<file path="config.mk">
export PLATFORM = sky130hd
export DESIGN_NAME = llst_ctrl
export DESIGN_NICKNAME = d
export VERILOG_FILES = /design/src/sv/llst_pkg.sv /design/src/sv/llst_ctrl.sv
export SDC_FILE = /design/constraint.sdc
export NUM_CORES = 1
export LEC_CHECK = 0
export ABC_AREA = 1
export BUFFER_PORTS_ARGS = -buffer_cell sky130_fd_sc_hd__buf_2
export CORE_UTILIZATION = 45
export CTS_CLUSTER_DIAMETER = 100
export DETAILED_ROUTE_END_ITERATION = 8
export PLACE_DENSITY = 0.82
export SETUP_SLACK_MARGIN = 0.05
export SLEW_MARGIN = 30
export SYNTH_ARGS = -nofsm -noshare
export SYNTH_HDL_FRONTEND = slang
export SYNTH_SLANG_ARGS = --single-unit
</file>
<file path="constraint.sdc">
create_clock -name clk_i -period 1.2 [get_ports clk_i]
set_input_delay 0.18 -clock clk_i [delete_from_list [all_inputs] [get_ports clk_i]]
set_output_delay 0.18 -clock clk_i [all_outputs]
set_load 0.1 [all_outputs]
</file>
<file path="src/sv/llst_pkg.sv">
// Shared types and constants for the least-loaded server tracker.
`default_nettype none
package llst_pkg;

  localparam int MaxServers = 16;
  localparam int MaxObjects = 256;
  localparam int SrvIdxW = $clog2(MaxServers);
  localparam int ObjIdxW = $clog2(MaxObjects);
  localparam int CntW = (ObjIdxW + 1 > SrvIdxW) ? ObjIdxW + 1 : SrvIdxW;
  localparam logic [31:0] MaxU32 = 32'hFFFF_FFFF;

  typedef enum logic [2:0] {
    OpAddServer    = 3'd0,
    OpRemoveServer = 3'd1,
    OpAddObject    = 3'd2,
    OpRemoveObject = 3'd3,
    OpLookupObject = 3'd4
  } op_e;

  typedef enum logic [1:0] {
    StOk      = 2'd0,
    StSrvFull = 2'd1,
    StObjFull = 2'd2,
    StMissing = 2'd3
  } status_e;

  typedef struct packed {
    logic [2:0]  operation;
    logic [63:0] server_id;
    logic [63:0] object_id;
  } in_t;

  typedef struct packed {
    logic [63:0] balance_server;
    logic [31:0] balance_count;
    logic [63:0] owner_server;
    logic [1:0]  status;
  } out_t;

  typedef struct packed {
    logic               latch;
    logic               srv_scan;
    logic               obj_rd;
    logic               apply;
    logic               min_scan;
    logic               out_load;
    logic [SrvIdxW-1:0] sidx;
    logic [ObjIdxW-1:0] oidx;
  } cmd_t;

  typedef struct packed {
    logic need_obj_scan;
    logic need_rescan;
    logic out_full;
  } sts_t;

endpackage
`default_nettype wire

</file>
<file path="src/sv/llst_ctrl.sv">
// Sequencing state machine for the least-loaded server tracker.
`default_nettype none
module llst_ctrl import llst_pkg::*; (
  input  logic clk_i,
  input  logic rst_ni,
  input  logic in_valid_i,
  output logic in_stall_o,
  input  logic out_stall_i,
  input  sts_t sts_i,
  output cmd_t cmd_o
);

  typedef enum logic [5:0] {
    Idle  = 6'b000001,
    SScan = 6'b000010,
    OScan = 6'b000100,
    Apply = 6'b001000,
    MScan = 6'b010000,
    Done  = 6'b100000
  } state_e;

  state_e state_q, state_d;
  logic [CntW-1:0] cnt_q, cnt_d;

  always_comb begin
    state_d = state_q;
    cnt_d = cnt_q;
    cmd_o = '0;
    cmd_o.sidx = cnt_q[SrvIdxW-1:0];
    cmd_o.oidx = cnt_q[ObjIdxW-1:0];
    unique case (state_q)
      Idle: begin
        if (in_valid_i) begin
          cmd_o.latch = 1'b1;
          cnt_d = '0;
          state_d = SScan;
        end
      end
      SScan: begin
        cmd_o.srv_scan = 1'b1;
        if (cnt_q == CntW'(MaxServers - 1)) begin
          cnt_d = '0;
          state_d = sts_i.need_obj_scan ? OScan : Apply;
        end else begin
          cnt_d = cnt_q + 1'b1;
        end
      end
      OScan: begin
        if (cnt_q == CntW'(MaxObjects)) begin
          cnt_d = '0;
          state_d = Apply;
        end else begin
          cmd_o.obj_rd = 1'b1;
          cnt_d = cnt_q + 1'b1;
        end
      end
      Apply: begin
        cmd_o.apply = 1'b1;
        cnt_d = '0;
        state_d = sts_i.need_rescan ? MScan : Done;
      end
      MScan: begin
        cmd_o.min_scan = 1'b1;
        if (cnt_q == CntW'(MaxServers - 1)) begin
          cnt_d = '0;
          state_d = Done;
        end else begin
          cnt_d = cnt_q + 1'b1;
        end
      end
      Done: begin
        if (!sts_i.out_full || !out_stall_i) begin
          cmd_o.out_load = 1'b1;
          state_d = Idle;
        end
      end
      default: state_d = Idle;
    endcase
  end

  assign in_stall_o = (state_q != Idle);

  always_ff @(posedge clk_i or negedge rst_ni) begin
    if (!rst_ni) begin
      state_q <= Idle;
      cnt_q <= '0;
    end else begin
      state_q <= state_d;
      cnt_q <= cnt_d;
    end
  end

  a_load_free: assert property (@(posedge clk_i) disable iff (!rst_ni)
    cmd_o.out_load |-> (!sts_i.out_full || !out_stall_i))
    else $error("result loaded over a held result");

endmodule
`default_nettype wire

</file>
==> results of run 1 <==
-- cells in the mapped netlist --
master    count
xor2_1        2
buf_4        12
ha_1          2
nand2_1      49
nor2_2        3
nor2_1       16
nor3_1        1
nand2_2       3
inv_1        27
o22ai_1       1
nand4_1       3
nand3_1      11
nand3_2       6
nor2_4        4
nand3b_1      1
dfrtp_1      14
o21ai_0       4
o21ai_4       1
a21oi_1       2
inv_2         2
dfstp_2       1
nand2_4       1
-- timing repair --
action,CTS
hold buffers,1
resized for setup,38
pin swaps,12
buffers inserted,15
endpoints found under the setup margin,34
cloned,2
hold endpoints to repair,14
-- cell families after synthesis --
logic type | Yosys count | share of synthesized area, %
compound gates | 8 | 4.551
fa+ha+maj | 2 | 2.167
xor+xnor | 2 | 1.517
buf+inv | 41 | 17.23
flops | 15 | 32.61
simple gates | 98 | 41.93
-- stage by stage --
| step | util (%) | setup WS, ns | instances | cell area (um^2) | hold WS [ns] |
|---|---|---|---|---|---|
| floorplan | - | -0.6245 | 166 | 1221 | -0.1156 |
| detailed placement | 78.36 | -0.3177 | 241 | 1817 | 0.1082 |
| global placement | 78.36 | -0.2239 | 241 | 1817 | 0.1022 |
| CTS | 92.01 | -0.5103 | 263 | 2133 | 0.1510 |
==> flow_metrics.tcl, run 1 <==
set metrics [dict create \
    rows 17 \
    crit_endpoint "cmd_o[15]" \
    synth_cells 166 \
    initial_core_util_pct 49.81 \
    grt_max_degree 16 \
    synth_top_area_cell "dfrtp_1" \
    yosysSeqAreaShare_pct 32.61 \
    syn_area_mm2 0.001155 \
    ys_ff_latch 15 \
    cts.path.max_buffers 2 \
    portBuffers 25 \
    dp_hpwl_um 2521 \
    die_w_um 52.66 \
    place_congestion 0.9001 \
    htree_levels 1 \
    cts_made_buffers 3 \
    yosysWarnings 0 \
    synth_top_area_share_pct 30.34 \
    lastStage "global routing" \
    status "aborted with a tool error" \
    root_buffer "clkbuf_4" \
    synth_area_leaders "dfrtp_1, nand2_1, inv_1" \
    avgSynthCellArea_um2 6.957 \
    worstEpCategory "top-level output" \
    ys_types 22 \
    die_h_um 52.66 \
    cts_sinks 15 \
    stop_error "[ERROR DPL-0038] Utilization greater than 100%, impossible to legalize" \
    ios 26 \
    syn-num-nets 175 \
]
==> run 2: changes to the inputs <==
Settings changed: CORE_UTILIZATION 45 to 30, CTS_CLUSTER_DIAMETER 100 to default, PLACE_DENSITY 0.82 to default, PLACE_DENSITY_LB_ADDON from default to 0.15, SETUP_SLACK_MARGIN 0.05 to default.
Clock period 1.2 ns to 1.6 ns, I/O delays scaled along.
==> run 2 against run 1 <==
- the flow now finishes, with violations (setup timing)
- synthesized cell count unchanged
- area after synthesis stayed put
==> flow_metrics.tcl, run 2 <==
set metrics [dict create \
    insertedDiodeCount 0 \
    finalClockSkew_ns 0.002605 \
    hold_class "input pin to register" \
    slew_viol_final 0 \
    coreArea_mm2 0.003689 \
    setup-tns-final_ns -0.09528 \
    clock_latency_ns 0.25 \
    wirelength_um 2718 \
    drive_gt1_share_pct 45.10 \
    dpl_cell_area_mm2 0.001401 \
    timing.final.ws_setup_ns -0.04400 \
    ys_ff_latch 15 \
    slew_headroom_pct 67.74 \
    critPathTopFamily "flip-flops" \
    synth_top_area_cell "dfrtp_1" \
    grt_max_degree 16 \
    status "finished with violations" \
    place_congestion 0.7527 \
    drv_cap 0 \
    antenna_found_initial 0 \
    die_h_um 64.05 \
    drtPass1Iterations 4 \
    drtIter0Drc 29 \
    cts_made_buffers 3 \
    cpPeakStageDelay_ns 0.39 \
    reg.largest.list "cnt_q: 9 flops, state_q: 6 flops" \
    largest_reg_flops 9 \
    period_needed_ns 1.644 \
    setup_viol 3 \
    vias 1091 \
    initial_core_util_pct 31.31 \
    seq_area_um2 380.4 \
    cts.path.max_buffers 2 \
    final_common_cell "nand2_1" \
    portBuffers 25 \
    layout.cells.non_filler 252 \
    synth_top_area_share_pct 30.34 \
    mostFrequentLayoutCells "nand2_1, inv_1, buf_2" \
    total_power_mw 2.690 \
    area_growth_pct 43.77 \
    root_buffer "clkbuf_8" \
    worst_pin_slew_ns 0.4873 \
    finalCritPeriodShare_pct 102.8 \
    max_flop_register "cnt_q" \
    routed_via_density 4.329 \
    synthArstFlopShare_pct 100.0 \
    clkTransAtPathRegs_ns 0.06 \
    p_leak_nw 0.8890 \
    drc 0 \
    cp.buffers_inverters 3 \
    path_max_fanout 2 \
    peakVddDrop_v 0.001005 \
    track_usage_pct 15.04 \
    cp-start-kind "register" \
    synth_cells 166 \
    overflow 0 \
    hold_viol 0 \
    wl_per_cell_um 10.79 \
    synth_flop_cell "dfrtp_1" \
    critPathRequiredTime_ns 1.36 \
    r2r-start "state_q[0]" \
    yosysSeqAreaShare_pct 32.61 \
    grt_pass1_wl_um 4726 \
    fin_nets 214 \
    synthTopCellsByCount "nand2_1, inv_1, nor2_1, dfrtp_1, buf_4" \
    dp_hpwl_um 2001 \
    cts_sinks 15 \
    crit_chain "inv_2 -> ha_4 -> nand2_2 -> nor2_1 -> nand2_1 -> nand2_2 -> clkinvlp_4 -> buf_12" \
    cp_slowest_cell "dfrtp_1" \
    rsz0062_at_grt "true" \
    htree_levels 1 \
    avgSynthCellArea_um2 6.957 \
    grt_pass1_vias 1065 \
    ios 26 \
    die_w_um 64.05 \
    synth_edf_count 0 \
    tritoncts "done" \
    synth_most_common_cell "nand2_1" \
    syn_area_mm2 0.001155 \
    dp.cells 230 \
    r2r_slack_ns 0.10 \
    min_to "state_q[4]" \
    ys_types 22 \
    hold_path_depth 3 \
    fmax_mhz 608.3 \
    r2r_cells 8 \
    multi_input_comb_area_um2 653.1 \
    ant_nets 0 \
    rows 22 \
    worst_ep_arrival_time_ns 1.40 \
    syn-num-nets 175 \
    cp_common_cell "nand2_2" \
    min-delay-start "sts_i[1]" \
    critical_path_class "register to primary output" \
    r2r-end "state_q[2]" \
    power_density_mw_per_mm2 1620 \
    failed_checks "setup timing" \
    stdcell_area_mm2 0.001660 \
    synth_area_leaders "dfrtp_1, nand2_1, inv_1" \
    fp.dieArea_mm2 0.004102 \
    yosysWarnings 0 \
    cp-end-kind "primary output" \
    fillCellCount 385 \
]
[run 2: cell counts after synthesis]
No cell type changed its count.
[run 2: layout make-up]
type / instances / area share [%]
inverter: 29 / 7.008
clock buffer: 4 / 2.713
tap: 48 / 3.617
timing repair buffer: 46 / 24.42
sequential: 15 / 22.91
multi-input combinational: 110 / 39.34
[run 2: power by group]
group          switching (mW)  internal, mW
sequential             0.0755         0.456
combinational            1.24         0.596
clock                   0.143         0.177
[run 2: through the flow]
step / util (%) / hold WS (ns) / setup WS [ns]
2_1_floorplan: - / -0.05559 / -0.2850
3_3_place_gp: 37.99 / 0.1755 / 0.07933
3_5_place_dp: 37.99 / 0.1776 / 0.03166
4_1_cts: 42.98 / 0.2238 / -0.04378
5_1_grt: 45.01 / 0.2611 / -0.1290
6_report: 45.01 / 0.2268 / -0.04400
[run 2: layer usage]
metal	global-route usage, %	part of all wire [%]
met2	27.66	53
met1	17.23	43
met3	1.607	2.2
met4	6.818	1.5
met5	0	0
[run 2: cells by family after synthesis]
group | Yosys count | synth area share, %
DFF | 15 | 32.61
and+or+nand+nor | 98 | 41.93
buffers and inverters | 41 | 17.23
xor gates and xnor gates | 2 | 1.517
adders and majority gates | 2 | 2.167
AOI/OAI and AO/OA | 8 | 4.551
[run 2: timing repair]
item,in CTS,in global routing
endpoints found under the hold margin,14,0
resized for setup,13,11
hold buffers,1,0
gates cloned,0,0
pin swaps,12,1
setup endpoints to repair,7,13
buffers inserted,14,3
[run 2: worst min-delay path, delay by kind of cell]
kind / cells / cell delay [ns]
simple gates: 1 / 0.05
compound gates: 1 / 0.06
buf+inv: 1 / 0.09
[run 2: worst max path at each step]
stage | start | to | slack (ns) | cells past startpoint
3_3_place_gp | cnt_q[0] | cmd_o[15] | 0.08 | 8
5_1_grt | state_q[1] | cmd_o[15] | -0.13 | 6
4_1_cts | state_q[2] | cmd_o[16] | -0.04 | 4
2_1_floorplan | state_q[0] | cmd_o[17] | -0.29 | 4
3_5_place_dp | cnt_q[0] | cmd_o[15] | 0.03 | 8
6_report | cnt_q[0] | cmd_o[15] | -0.04 | 8
No activity file was read; power rests on OpenSTA's default activity.
==> run 3: changes to the inputs <==
Settings changed: ABC_CLOCK_PERIOD_IN_PS from default to 1600, CORE_MARGIN from default to 2.
==> run 3 against run 2 <==
- the run still ends with setup timing left
- worst setup slack worse by 0.011 ns
- first-iteration DRC count down 34%
- sequential power about the same
- clock power down 3%
- utilization down 1.1 points
- wire length up 0.33%
- final area down 2.3%
- total power up 1.8%
- clock skew down 0.00083 ns
- register-to-register slack better by 0.02 ns
- critical endpoint unchanged
==> flow_metrics.tcl, run 3 (synthesized netlist as in run 2, its figures left out) <==
set metrics [dict create \
    max_flop_register "cnt_q" \
    swShare_pct 54.79 \
    grt-busiest-layer "met2" \
    grt_max_degree 16 \
    portBuffers 25 \
    dp_hpwl_um 1992 \
    clkPwrFrac_pct 11.4 \
    rsz0062_at_grt "true" \
    p_leak_nw 0.8656 \
    use_met1_pct 14.44 \
    layout.cells.non_filler 248 \
    path_max_fanout 2 \
    power_switching_mw 1.500 \
    internal_power_mw 1.238 \
    drive_gt1_share_pct 41.50 \
    dpl_cell_area_mm2 0.001394 \
    finalCritPeriodShare_pct 103.4 \
    final_common_cell "nand2_1" \
    hold_class "input pin to register" \
    critical_path_class "register to primary output" \
    hold_slack_ns 0.2440 \
    combPwrFrac_pct 69.1 \
    grtUsageMet3_pct 2.044 \
    fp.dieArea_mm2 0.004362 \
    finalClockSkew_ns 0.001776 \
    period_needed_ns 1.655 \
    clkTransAtPathRegs_ns 0.06 \
    worst_ep_arrival_time_ns 1.41 \
    grt_pass1_vias 1058 \
    htree_levels 1 \
    fin_nets 210 \
    root_buffer "clkbuf_8" \
    reg.largest.list "cnt_q: 9 flops, state_q: 6 flops" \
    clock_latency_ns 0.25 \
    use_met2_pct 26.14 \
    seq_power_share_pct 19.5 \
    overflow 0 \
    die_w_um 66.05 \
    drtPass1Iterations 4 \
    initial_core_util_pct 31.31 \
    place_congestion 0.7880 \
    ant_nets 0 \
    wirelength_um 2727 \
    fmax_mhz 604.3 \
    slew_headroom_pct 67.73 \
    wl_per_cell_um 11.00 \
    power_density_mw_per_mm2 1688 \
    critPathRequiredTime_ns 1.36 \
    insertedDiodeCount 0 \
    failed_checks "setup timing" \
    drv_cap 0 \
    cts_sinks 15 \
    cts_made_buffers 3 \
    peakVddDrop_v 0.0007628 \
    worst_pin_slew_ns 0.4875 \
    track_usage_pct 13.40 \
    rows 22 \
    setup_viol 3 \
    vias 1094 \
    drtIter0Drc 19 \
    grt_pass1_wl_um 4540 \
    tritoncts "done" \
    stdcell_area_mm2 0.001622 \
    antenna_found_initial 0 \
    cts.path.max_buffers 2 \
    slew_viol_final 0 \
    die_h_um 66.05 \
    routed_via_density 4.411 \
    status "finished with violations" \
    ios 26 \
    coreArea_mm2 0.003689 \
    timing.final.ws_setup_ns -0.05478 \
    area_growth_pct 40.41 \
    cp-end-kind "primary output" \
    hold_viol 0 \
    setup-tns-final_ns -0.1232 \
    mostFrequentLayoutCells "nand2_1, inv_1, buf_2" \
    drc 0 \
    cp-start-kind "register" \
    dp.cells 229 \
    largest_reg_flops 9 \
]
-- run 3: stage by stage --
stage | util [%] | total power [mW] | setup slack [ns]
floorplan | - | 1.807 | -0.2850
global placement | 37.79 | 2.106 | 0.07814
detailed placement | 37.79 | 2.116 | 0.03489
CTS | 42.47 | 2.618 | -0.04880
global route | 43.96 | 2.916 | -0.1311
finish | 43.96 | 2.737 | -0.05478
-- run 3: path summary, 6_finish.rpt --
check                           startpoint          to  slack (ns)  depth (start not counted)
worst max-delay path              cnt_q[0]   cmd_o[15]       -0.05                          8
worst min-delay path              sts_i[1]  state_q[4]        0.24                          3
worst max register to register  state_q[4]  state_q[2]        0.12                          7
worst min register to register    cnt_q[7]    cnt_q[7]        0.56                          2
max in group asynchronous           rst_ni  state_q[0]        0.85                          2
min in group asynchronous           rst_ni    cnt_q[4]        0.44                          2
-- run 3: routing by layer --
layer	vias to the layer above	part of all wire (%)
met5	-	0
li1	571	-
met4	0	1.4
met1	501	41
met2	17	55
met3	5	2.7
-- run 3: timing repair --
| item | 4_1_cts | 5_1_grt |
|---|---|---|
| endpoints found under the hold margin | 14 | 0 |
| setup buffers | 12 | 1 |
| gates resized for setup | 10 | 10 |
| hold buffers | 1 | 0 |
| setup endpoints to repair | 7 | 18 |
| pin swaps | 13 | 5 |
| gates cloned | 0 | 1 |
-- run 3: final cells by class --
class                   instances  area, um^2
well taps                      48       60.06
clock buffers                   4       45.04
fillers                       383        2067
multi-input cells             111       666.9
repair buffers                 41       355.3
flip-flops and latches         15       377.9
inverters                      29       116.4
-- run 3: critical path, cell delays in order, from the launching register on --
cell        delay, ns
dfrtp_1          0.40
inv_2            0.08
ha_4             0.13
nand2_2          0.05
nor2_1           0.09
nand2_1          0.07
nand2_2          0.09
clkinvlp_4       0.10
buf_12           0.17
-- run 3: power by group through the flow --
stage | Sequential (mW) | Combinational, mW | Clock, mW
floorplan | 0.537 | 1.27 | 0
global placement | 0.541 | 1.57 | 0
detailed placement | 0.549 | 1.57 | 0
CTS | 0.532 | 1.76 | 0.330
global route | 0.540 | 2.02 | 0.353
finish | 0.533 | 1.89 | 0.312
